[src/rtl/rnf_pkg.sv]
// rnf_pkg: shared types and constants of the rlc notch filter
// holds payload structs, register indexes and the multiplier request type
// no dependencies
`default_nettype none

package rnf_pkg;

	// fixed field widths
	localparam int SAMPLE_BITS         = 16;
	localparam int TIME_BITS           = 24;
	localparam int DRIVE_FRAC_BITS_DEF = 16;

	// internal widths
	localparam int DRIVE_W  = 40;
	localparam int COEF_A_W = 32;
	localparam int COEF_B_W = 40;
	localparam int MUL_W    = 32;
	localparam int ACC_W    = 4 * MUL_W;

	// configuration port
	localparam int CFG_IDX_W  = 2;
	localparam int CFG_DATA_W = 40;

	localparam logic [CFG_IDX_W-1:0] REG_R_OVER_L  = 2'd0;
	localparam logic [CFG_IDX_W-1:0] REG_INV_LC    = 2'd1;
	localparam logic [CFG_IDX_W-1:0] REG_PARAMS_OK = 2'd2;

	// weight of a partial product in the accumulator, in multiplier words
	localparam logic [1:0] WGT_0 = 2'd0;
	localparam logic [1:0] WGT_1 = 2'd1;
	localparam logic [1:0] WGT_2 = 2'd2;

	typedef struct packed {
		logic                          first_of_record;
		logic signed [SAMPLE_BITS-1:0] sample;
		logic [TIME_BITS-1:0]          sample_time;
	} item_t;

	typedef struct packed {
		logic signed [SAMPLE_BITS-1:0] filtered_sample;
		logic                          saturated;
	} result_t;

	typedef struct packed {
		logic [COEF_A_W-1:0] r_over_l;
		logic [COEF_B_W-1:0] inv_lc;
		logic                params_valid;
	} coef_t;

	typedef struct packed {
		logic             issue;
		logic             clear;
		logic [1:0]       wgt;
		logic [MUL_W-1:0] op_a;
		logic [MUL_W-1:0] op_b;
	} mac_req_t;

	typedef struct packed {
		logic busy;
		logic done;
	} seq_stat_t;

endpackage

`default_nettype wire

[src/rtl/rnf_mac.sv]
// rnf_mac: shared 32x32 multiplier with a wide accumulator
// registered product, then weighted add into a 128-bit accumulator
// depends on rnf_pkg
`default_nettype none

module rnf_mac import rnf_pkg::*; (
	input  wire logic             clk,
	input  wire logic             arst_n,
	input  wire mac_req_t         req,
	output logic [ACC_W-1:0]      acc
);

	logic                 vld_s1;
	logic                 clear_s1;
	logic [1:0]           wgt_s1;
	logic [2*MUL_W-1:0]   prod_s1;
	logic [ACC_W-1:0]     addend;
	logic [ACC_W-1:0]     acc_q;

	always_ff @(posedge clk or negedge arst_n) begin
		if (!arst_n) begin
			vld_s1 <= 1'b0;
		end else begin
			vld_s1 <= req.issue;
		end
	end

	always_ff @(posedge clk) begin
		if (req.issue) begin
			clear_s1 <= req.clear;
			wgt_s1   <= req.wgt;
			prod_s1  <= req.op_a * req.op_b;
		end
	end

	always_comb begin
		unique case (wgt_s1)
			WGT_0:   addend = ACC_W'(prod_s1);
			WGT_1:   addend = ACC_W'(prod_s1) << MUL_W;
			WGT_2:   addend = ACC_W'(prod_s1) << (2 * MUL_W);
			default: addend = '0;
		endcase
	end

	always_ff @(posedge clk) begin
		if (vld_s1) begin
			acc_q <= clear_s1 ? addend : acc_q + addend;
		end
	end

	assign acc = acc_q;

endmodule

`default_nettype wire

[src/rtl/rnf_seq.sv]
// rnf_seq: sequencer and datapath of the notch recurrence
// walks six products through the shared multiplier, rounds, sums and saturates
// depends on rnf_pkg and rnf_mac
`default_nettype none

module rnf_seq import rnf_pkg::*; #(
	parameter int DRIVE_FRAC_BITS = DRIVE_FRAC_BITS_DEF
) (
	input  wire logic      clk,
	input  wire logic      arst_n,
	input  wire logic      start,
	input  wire item_t     item,
	input  wire coef_t     coef,
	input  wire logic      take,
	output seq_stat_t      stat,
	output result_t        result
);

	localparam int TERM_W = 61;
	localparam int SUM_W  = 64;
	localparam int V_W    = DRIVE_W + 2;
	localparam int SH_BC  = 16;
	localparam int SH_T1  = MUL_W - DRIVE_FRAC_BITS;
	localparam int SH_T23 = MUL_W;
	localparam int W2     = 2 * MUL_W;

	localparam logic [TERM_W-1:0] TERM_LIM = {1'b1, {(TERM_W-1){1'b0}}};
	localparam logic signed [SUM_W-1:0] U_MAX =
		{{(SUM_W-DRIVE_W+1){1'b0}}, {(DRIVE_W-1){1'b1}}};
	localparam logic signed [SUM_W-1:0] U_MIN = ~U_MAX;
	localparam logic signed [V_W-1:0] Y_MAX =
		{{(V_W-SAMPLE_BITS+1){1'b0}}, {(SAMPLE_BITS-1){1'b1}}};
	localparam logic signed [V_W-1:0] Y_MIN = ~Y_MAX;

	localparam logic [2:0] ST_IDLE   = 3'd0;
	localparam logic [2:0] ST_SETUP  = 3'd1;
	localparam logic [2:0] ST_ISSUE  = 3'd2;
	localparam logic [2:0] ST_WAIT   = 3'd3;
	localparam logic [2:0] ST_ROUND  = 3'd4;
	localparam logic [2:0] ST_STORE  = 3'd5;
	localparam logic [2:0] ST_FINISH = 3'd6;
	localparam logic [2:0] ST_DONE   = 3'd7;

	localparam logic [2:0] OP_ADT = 3'd0;
	localparam logic [2:0] OP_DT2 = 3'd1;
	localparam logic [2:0] OP_BC  = 3'd2;
	localparam logic [2:0] OP_T1  = 3'd3;
	localparam logic [2:0] OP_T2  = 3'd4;
	localparam logic [2:0] OP_T3  = 3'd5;

	logic [2:0]                    state_q;
	logic [2:0]                    op_q;
	logic [1:0]                    pp_q;

	// filter state
	logic signed [DRIVE_W-1:0]     drive_now_q;
	logic signed [DRIVE_W-1:0]     drive_before_q;
	logic signed [SAMPLE_BITS-1:0] last_sample_q;
	logic [TIME_BITS-1:0]          last_time_q;
	logic                          have_prev_q;

	// per-item working registers
	logic signed [SAMPLE_BITS-1:0] x_q;
	logic                          dx_neg_q;
	logic [SAMPLE_BITS:0]          dx_mag_q;
	logic [TIME_BITS-1:0]          dt_q;
	logic                          du_neg_q;
	logic [DRIVE_W:0]              du_mag_q;
	logic                          up_neg_q;
	logic [DRIVE_W-1:0]            up_mag_q;
	logic [W2-1:0]                 adt_q;
	logic [W2-1:0]                 dt2_q;
	logic [TERM_W-1:0]             bc_q;
	logic [W2-1:0]                 res_q;
	logic                          clip_q;
	logic signed [SUM_W-1:0]       sum_q;
	result_t                       result_q;

	logic                          bypass;
	logic signed [SAMPLE_BITS:0]   dx;
	logic signed [DRIVE_W:0]       du;
	logic signed [SUM_W-1:0]       sum_init;
	logic [W2-1:0]                 opa;
	logic [W2-1:0]                 opb;
	mac_req_t                      req;
	logic [ACC_W-1:0]              acc;
	logic [ACC_W-1:0]              rsum;
	logic [ACC_W-1:0]              rsh;
	logic                          rraw;
	logic                          rclip;
	logic [W2-1:0]                 rres;
	logic                          sub_term;
	logic signed [V_W-1:0]         v_x;
	logic signed [V_W-1:0]         v_u;
	logic signed [V_W-1:0]         v_r;
	logic signed [V_W-1:0]         v;
	logic signed [V_W-1:0]         yf;
	logic signed [V_W-1:0]         y_sat;
	logic                          y_clip;
	logic signed [SUM_W-1:0]       un_sat;
	logic                          u_clip;

	assign bypass = !coef.params_valid || item.first_of_record || !have_prev_q;

	always_comb begin
		dx       = (SAMPLE_BITS+1)'(item.sample) - (SAMPLE_BITS+1)'(last_sample_q);
		du       = (DRIVE_W+1)'(drive_now_q) - (DRIVE_W+1)'(drive_before_q);
		sum_init = (SUM_W'(drive_now_q) <<< 1) - SUM_W'(drive_before_q);
	end

	// operand selection for the shared multiplier
	always_comb begin
		unique case (op_q)
			OP_ADT: begin
				opa = W2'(coef.r_over_l);
				opb = W2'(dt_q);
			end
			OP_DT2: begin
				opa = W2'(dt_q);
				opb = W2'(dt_q);
			end
			OP_BC: begin
				opa = W2'(coef.inv_lc);
				opb = dt2_q;
			end
			OP_T1: begin
				opa = W2'(dx_mag_q);
				opb = adt_q;
			end
			OP_T2: begin
				opa = W2'(du_mag_q);
				opb = adt_q;
			end
			OP_T3: begin
				opa = W2'(up_mag_q);
				opb = W2'(bc_q);
			end
			default: begin
				opa = '0;
				opb = '0;
			end
		endcase
	end

	always_comb begin
		req.issue = (state_q == ST_ISSUE);
		req.clear = (pp_q == 2'd0);
		unique case (pp_q)
			2'd0: begin
				req.wgt  = WGT_0;
				req.op_a = opa[MUL_W-1:0];
				req.op_b = opb[MUL_W-1:0];
			end
			2'd1: begin
				req.wgt  = WGT_1;
				req.op_a = opa[MUL_W-1:0];
				req.op_b = opb[W2-1:MUL_W];
			end
			2'd2: begin
				req.wgt  = WGT_1;
				req.op_a = opa[W2-1:MUL_W];
				req.op_b = opb[MUL_W-1:0];
			end
			default: begin
				req.wgt  = WGT_2;
				req.op_a = opa[W2-1:MUL_W];
				req.op_b = opb[W2-1:MUL_W];
			end
		endcase
	end

	rnf_mac u_mac (
		.clk    (clk),
		.arst_n (arst_n),
		.req    (req),
		.acc    (acc)
	);

	// round half away from zero on the magnitude, clip at the term limit; adt and dt2 pass unrounded
	always_comb begin
		rraw = 1'b0;
		unique case (op_q)
			OP_BC: begin
				rsum = acc + (ACC_W'(1) << (SH_BC - 1));
				rsh  = rsum >> SH_BC;
			end
			OP_T1: begin
				rsum = acc + (ACC_W'(1) << (SH_T1 - 1));
				rsh  = rsum >> SH_T1;
			end
			OP_T2, OP_T3: begin
				rsum = acc + (ACC_W'(1) << (SH_T23 - 1));
				rsh  = rsum >> SH_T23;
			end
			default: begin
				rraw = 1'b1;
				rsum = acc;
				rsh  = acc;
			end
		endcase
		rclip = !rraw && ((|rsh[ACC_W-1:TERM_W]) || (rsh[TERM_W-1:0] > TERM_LIM));
		if (rraw) begin
			rres = acc[W2-1:0];
		end else if (rclip) begin
			rres = W2'(TERM_LIM);
		end else begin
			rres = W2'(rsh[TERM_W-1:0]);
		end
	end

	// t1 adds with the sign of dx, t2 and t3 subtract with their own signs
	always_comb begin
		unique case (op_q)
			OP_T1:   sub_term = dx_neg_q;
			OP_T2:   sub_term = !du_neg_q;
			default: sub_term = !up_neg_q;
		endcase
	end

	// output value and next drive, both saturated
	always_comb begin
		v_x = V_W'(x_q);
		v_u = V_W'(drive_now_q);
		v_r = V_W'(1) <<< (DRIVE_FRAC_BITS - 1);
		v   = (v_x <<< DRIVE_FRAC_BITS) - v_u + v_r;
		yf  = v >>> DRIVE_FRAC_BITS;
		y_clip = 1'b0;
		if (yf > Y_MAX) begin
			y_sat  = Y_MAX;
			y_clip = 1'b1;
		end else if (yf < Y_MIN) begin
			y_sat  = Y_MIN;
			y_clip = 1'b1;
		end else begin
			y_sat = yf;
		end
		u_clip = 1'b0;
		if (sum_q > U_MAX) begin
			un_sat = U_MAX;
			u_clip = 1'b1;
		end else if (sum_q < U_MIN) begin
			un_sat = U_MIN;
			u_clip = 1'b1;
		end else begin
			un_sat = sum_q;
		end
	end

	always_ff @(posedge clk or negedge arst_n) begin
		if (!arst_n) begin
			state_q        <= ST_IDLE;
			op_q           <= OP_ADT;
			pp_q           <= 2'd0;
			drive_now_q    <= '0;
			drive_before_q <= '0;
			last_sample_q  <= '0;
			last_time_q    <= '0;
			have_prev_q    <= 1'b0;
		end else begin
			unique case (state_q)
				ST_IDLE: begin
					if (start) begin
						last_sample_q <= item.sample;
						last_time_q   <= item.sample_time;
						have_prev_q   <= 1'b1;
						op_q          <= OP_ADT;
						pp_q          <= 2'd0;
						if (bypass) begin
							drive_now_q    <= '0;
							drive_before_q <= '0;
							state_q        <= ST_DONE;
						end else begin
							state_q <= ST_SETUP;
						end
					end
				end
				ST_SETUP: begin
					state_q <= ST_ISSUE;
				end
				ST_ISSUE: begin
					pp_q <= pp_q + 2'd1;
					if (pp_q == 2'd3) begin
						state_q <= ST_WAIT;
					end
				end
				ST_WAIT: begin
					state_q <= ST_ROUND;
				end
				ST_ROUND: begin
					state_q <= ST_STORE;
				end
				ST_STORE: begin
					if (op_q == OP_T3) begin
						state_q <= ST_FINISH;
					end else begin
						op_q    <= op_q + 3'd1;
						state_q <= ST_ISSUE;
					end
				end
				ST_FINISH: begin
					drive_before_q <= drive_now_q;
					drive_now_q    <= un_sat[DRIVE_W-1:0];
					state_q        <= ST_DONE;
				end
				ST_DONE: begin
					if (take) begin
						state_q <= ST_IDLE;
					end
				end
				default: begin
					state_q <= ST_IDLE;
				end
			endcase
		end
	end

	always_ff @(posedge clk) begin
		unique case (state_q)
			ST_IDLE: begin
				if (start) begin
					x_q      <= item.sample;
					dx_neg_q <= dx[SAMPLE_BITS];
					dx_mag_q <= dx[SAMPLE_BITS] ? (SAMPLE_BITS+1)'(-dx) : (SAMPLE_BITS+1)'(dx);
					dt_q     <= item.sample_time - last_time_q;
					clip_q   <= 1'b0;
					if (!coef.params_valid) begin
						result_q.filtered_sample <= '0;
					end else begin
						result_q.filtered_sample <= item.sample;
					end
					result_q.saturated <= 1'b0;
				end
			end
			ST_SETUP: begin
				du_neg_q <= du[DRIVE_W];
				du_mag_q <= du[DRIVE_W] ? (DRIVE_W+1)'(-du) : (DRIVE_W+1)'(du);
				up_neg_q <= drive_before_q[DRIVE_W-1];
				up_mag_q <= drive_before_q[DRIVE_W-1] ? DRIVE_W'(-drive_before_q)
					: DRIVE_W'(drive_before_q);
				sum_q    <= sum_init;
			end
			ST_ROUND: begin
				res_q  <= rres;
				clip_q <= clip_q | rclip;
			end
			ST_STORE: begin
				unique case (op_q)
					OP_ADT: adt_q <= res_q;
					OP_DT2: dt2_q <= res_q;
					OP_BC:  bc_q  <= res_q[TERM_W-1:0];
					default: begin
						if (sub_term) begin
							sum_q <= sum_q - SUM_W'(res_q);
						end else begin
							sum_q <= sum_q + SUM_W'(res_q);
						end
					end
				endcase
			end
			ST_FINISH: begin
				result_q.filtered_sample <= y_sat[SAMPLE_BITS-1:0];
				result_q.saturated       <= clip_q | y_clip | u_clip;
			end
			default: begin
			end
		endcase
	end

	assign stat.busy = (state_q != ST_IDLE);
	assign stat.done = (state_q == ST_DONE);
	assign result    = result_q;

endmodule

`default_nettype wire

[config.mk]
export PLATFORM = sky130hd
export DESIGN_NAME = rnf_seq
export DESIGN_NICKNAME = d
export VERILOG_FILES = /design/src/rtl/rnf_pkg.sv /design/src/rtl/rnf_mac.sv /design/src/rtl/rnf_seq.sv
export SDC_FILE = /design/constraint.sdc
export NUM_CORES = 2
export LEC_CHECK = 0
export BUFFER_PORTS_ARGS = -buffer_cell sky130_fd_sc_hd__buf_2
export CAP_MARGIN = 20
export CORE_MARGIN = 2
export CORE_UTILIZATION = 44
export CTS_CLUSTER_SIZE = 16
export DETAILED_ROUTE_END_ITERATION = 6
export MAX_ROUTING_LAYER = met4
export SLEW_MARGIN = 5
export SYNTH_ARGS = -nofsm -noshare
export SYNTH_HDL_FRONTEND = slang
export SYNTH_SLANG_ARGS = --single-unit
[constraint.sdc]
create_clock -name clk -period 23 [get_ports clk]
set_input_delay 1.15 -clock clk [delete_from_list [all_inputs] [get_ports clk]]
set_output_delay 1.15 -clock clk [all_outputs]
set_load 0.005 [all_outputs]
# Yosys cells after proc, flatten, opt, wreduce, memory -nomap -nowiden
# Cells that the tools add are included.
# word_totals
reg_bits	801
latchBits	0
ram_bits	0
mem_bits_ro	0
elab_cells	159
memories	0
# op_classes
add_sub_neg	16
multipliers	1
div	0
n_lt_le_gt_ge	5
eq_ne	23
shift	0
muxes	43
bitwise_logic	3
n_reduce_logical	36
# op_table
op	count
$pmux W128 S3	1
$pmux W128 S2	1
$pmux W64 S4	1
$pmux W41 S6	1
$mux W40	5
$pmux W66 S3	1
$mux W64	3
$pmux W40 S2	2
$add A128 B128 Y128	1
$add A128 B16 Y128 const B	1
$add A128 B32 Y128 const B	1
$mux W128	1
$pmux W64 S2	1
$reduce_or A67 Y1	1
$add A64 B64 Y64	1
$gt A64 B40 Y1 const B	1
$lt A64 B40 Y1 const B	1
$mul A32 B32 Y64	1
$mux W16	4
$sub A64 B64 Y64	1
$gt A61 B61 Y1 const B	1
$mux W61	1
$add A41 B17 Y42 const B	1
$sub A41 B40 Y42	1
40 further kinds	93

# Depth between registers and ports, before layout
# depth
ltp_word	8
mapped_depth	50
mapped_depth_nobuf	44

# Modules after synthesis
# A second synthesis with hierarchy kept.
# unflattened
cells_unflattened	10515
hier_area_um2	94710.8
# modules_own_cells
mod	instances	cells_each	area_each_um2	seq_area_each_um2
rnf_mac	1	5755	50543.5	5880.6
rnf_seq	1	4760	44167.4	17521.8

# Least setup slack after synthesis
# Ideal clock, no wire load.
# synth_path
path_kind	reg-to-reg
start	register op_q[0]
end	register u_mac.prod_s1[63] (data pin)
setup_ns	0.260
arrival_ns	10.688
required_time_ns	22.740
setup_slack_ns	12.052
path_stages_with_launch	44
path_buffers	6
cell_sequence	dfrtp_1 -> ha_1 -> clkbuf_1 -> o21ai_1 -> clkbuf_1 -> o21ai_0 -> clkbuf_1 -> o22ai_1 -> clkbuf_1 -> buf_1 -> nor2_1 -> nor2_1 -> clkbuf_1 -> nor2_1 -> fa_1 -> fa_1 -> fa_1 -> inv_1 -> (+8 left out) -> fa_1 -> inv_1 -> ha_1 -> nand4_1 -> o41ai_1 -> o21ai_0 -> a21boi_0 -> o21ai_0 -> o211ai_1 -> a21oi_1 -> o211ai_1 -> a21boi_0 -> a41oi_1 -> o31a_1 -> a21oi_1 -> a2111oi_0 -> o21bai_1 -> xnor2_1
# synth_between
elab_chain_len	5
word_cells_on_any_way	12
# synth_lines
element	line_no	rtl
start: declaration	rnf_seq.sv:52	logic [2:0] op_q;
start signal: assignment	rnf_seq.sv:296	op_q <= op_q + 3'd1;
$eq A3 B3 Y1 (tied with other cells)	rnf_seq.sv:113	unique case (op_q)
$reduce_or A2 Y1 (no source line)	-	
$pmux W64 S4	rnf_seq.sv:113	
$pmux W66 S3 *	rnf_seq.sv:148	unique case (pp_q)
$mul A32 B32 Y64 *	rnf_mac.sv:32	prod_s1 <= req.op_a * req.op_b;
end signal: assignment	rnf_mac.sv:32	
end: declaration	rnf_mac.sv:16	logic [2*MUL_W-1:0] prod_s1;
# Every way passes the cells marked *; elsewhere a longest branch is shown, timed or not.
# A chain may end at the register's enable or synchronous reset.

# Final worst setup path
# layout_path
start	register op_q[2]
end	register u_mac.prod_s1[63] (data pin)
# The elaborated chain is that of the path after synthesis.

==> impl_metrics.py <==
metrics = {
    "run_status": {
        "status": "complete, but fails checks",
        "violations": "design-rule violations",
    },
    "worst_setup_path": {
        "arrival_ps": 14370,
        "cp_max_fo": 45,
        "critical-path-top-delay-family": "adder cells",
        "worstSetupEndpointType": "register",
        "slowest_stage": "a221oi_1",
        "critical_path.max_stage_delay_ps": 780,
        "critical_path_buf_inv_count": 11,
        "cp_data_required_time_ps": 23490,
        "startpoint_type": "register",
        "critPathKind": "reg -> reg",
    },
    "timing": {
        "setup_tns_ps": 0,
        "fin_skew_ps": 69.7,
        "slew_viol_final": 0,
        "fin_crit_sh_pct": 60.3,
        "hold_viol_final": 0,
        "worst_pin_slew_ps": 1190,
        "rsz0062_at_grt": "no",
        "relSlewSlack_pct": 20.3,
        "fmax_ghz": 0.0721,
        "finalSetupViolations": 0,
        "fin_crit_ps": 13870,
    },
    "synthesis": {
        "synthDistinctLibCells": 95,
        "avgSynthCellArea_sq_um": 8.84,
        "syn_inst": 10200,
        "synth_seq_area_share_pct": 25.9,
        "synth_area_sq_mm": 0.0904,
        "postSynth.asyncResetShare_pct": 16.2,
        "yosys_warnings": 0,
        "synth_seq_cells": 801,
        "synth_nets": 11900,
        "synth_edf_count": 671,
        "synthFlopType": "edfxtp_1",
    },
    "global_route": {
        "grt_pass1_vias": 77200,
        "grt_usage_pct": 34.8,
        "grt_overflow": 0,
        "antenna_found_initial": 25,
        "grt_max_degree": 105,
        "grt_pass1_wl_mm": 523,
    },
    "cts": {
        "cts.sinks": 801,
        "postCtsSetupRepairBufs": 0,
        "insertion_delay_ps": 790,
        "cts_hold_buf": 0,
        "cts_htree_levels": 3,
        "cts_tree": "built",
        "cts_resized": 0,
        "cts_root_buffer": "clkbuf_16",
        "numCtsBuffers": 97,
        "clk_pin_slew_worst_paths_ps": 60,
        "clock_path_buffers": 3,
    },
    "run": {
        "drv_cap": 0,
    },
    "layout": {
        "layout.nets": 11700,
        "final_cell_mix": "nand2_1 (1,251), inv_1 (1,230), nor2_1 (1,050), fa_1 (902), edfxtp_1 (671)",
        "layout_commonest_cell": "nand2_1",
        "fill_cells": 19500,
        "layout-drive-gt1-share_pct": 6.25,
        "areaGrowthSynthToFinish_pct": 7.88,
    },
    "floorplan": {
        "dieArea_sq_mm": 0.209,
        "rows": 166,
        "die_x_microns": 457,
        "ioPinCount": 137,
        "start_util_pct": 44.2,
        "die_h_microns": 457,
        "core_sq_mm": 0.204,
    },
    "detailed_routing": {
        "viasPerCell": 6.03,
        "num_vias": 77600,
        "first_iter_violations": 8832,
        "wl_mm": 355,
        "antenna_left": 0,
        "drc": 3,
        "routedWlPerCell_microns": 27.6,
        "dr.pass1.iters": 7,
    },
    "min_path": {
        "hp-class": "in -> async",
    },
    "placed_design": {
        "gp_congestion": 1.03,
        "post-dp-hpwl_mm": 277,
        "numPortBuffers": 136,
    },
}
## per-stage QoR
step	worst slack [ps]	utilization [%]	hold WS [ps]	instance area [sq um]	instances
after floorplan	12050	-	435	90400	10200
after global placement	9730	46.1	459	94200	12700
after detailed placement	9610	46.1	459	94200	12700
after CTS	9590	47.7	387	97500	12800
after global routing	8560	47.7	419	97500	12900
final	9130	47.7	376	97500	12900
## flip-flops by register name, summed over array words and instances, names as in the netlist, 41 cells and up
signal / count
adt_q: 64
bc_q: 61
dt2_q: 64
du_mag_q: 41
res_q: 64
sum_q: 64
u_mac.acc: 128
u_mac.prod_s1: 64
## synthesized netlist by cell type, drive strengths merged (14+ instances only)
cell type  count  area (sq um)
nand2       1253          4710
inv         1234          4630
nor2        1072          4030
fa           902         18100
edfxtp       671         20100
a21oi        614          3080
ha           611          7640
o21ai        555          2780
clkbuf       488          1830
xnor2        393          3440
xor2         270          2360
a21o         229          1720
nand3        171           856
nand4        138           870
dfrtp        130          3250
and2         116           726
nor3         113           576
nor4          82           526
a22o          79           692
o31ai         74           556
a222oi        61           611
and3          61           382
o21bai        59           443
nor2b         58           365
nand2b        54           338
a31oi         53           338
or2           47           294
o22ai         46           288
or3           45           282
buf           43           188
a22oi         41           308
mux2i         40           400
mux2          38           428
o21a          37           278
a221oi        28           245
a21boi        27           203
and4          26           228
a211oi        24           185
or4           23           173
o311ai        20           175
o221ai        19           166
a41oi         17           149
a221o         14           140
## worst paths after layout
path                       cells after the start                           to  slack [ps]                     from
max in group asynchronous                      2  last_time_q[20]$_DFFE_PN0P_       21100                   arst_n
setup / recovery                              43  u_mac.prod_s1[63]$_DFFE_PP_        9130      op_q[2]$_DFFE_PN0P_
min in group clk                               1      have_prev_q$_DFFE_PN0P_         480  have_prev_q$_DFFE_PN0P_
setup reg to reg                              43  u_mac.prod_s1[63]$_DFFE_PP_        9130      op_q[2]$_DFFE_PN0P_
hold reg to reg                                1      have_prev_q$_DFFE_PN0P_         480  have_prev_q$_DFFE_PN0P_
hold / removal                                 1  drive_now_q[33]$_DFFE_PN0P_         380                   arst_n
## layer usage
metal	part of all wire, %	routed length [microns]	global-route usage, %
met1	42	148000	46.5
met2	43	153000	50.5
met3	9.3	33100	6.63
met4	5.9	21100	17.4
met5	0	0	-
## area by class of cell
cell class	instances	area [sq um]	area share [%]
Inverter	1235	4640	4.76
Multi-Input combinational cell	7659	60900	62.4
Antenna cell	15	37.5	0.0385
Tap cell	2688	3360	3.45
Sequential cell	801	23400	24.0
Clock inverter	60	812	0.832
Clock buffer	116	2510	2.57
Timing Repair Buffer	290	1880	1.92
## cells by family (layout without fill, tap and decap cells)
kind of cell               count (synthesis)  count (layout)  share of synthesized area, %
other                                      0              15                             0
xor gates and xnor gates                 663             663                          6.42
adders and majority gates               1513            1513                          28.4
AOI/OAI and AO/OA                       2105            2105                          14.7
DFF                                      801             801                          25.9
muxes                                     78              78                         0.916
and+or+nand+nor                         3300            3300                          16.3
buffers and inverters                   1766            1701                          7.36
Power is left out: the tool's default activity adds up to more than one toggle a clock period on the data nets, which glitch-free logic cannot reach.
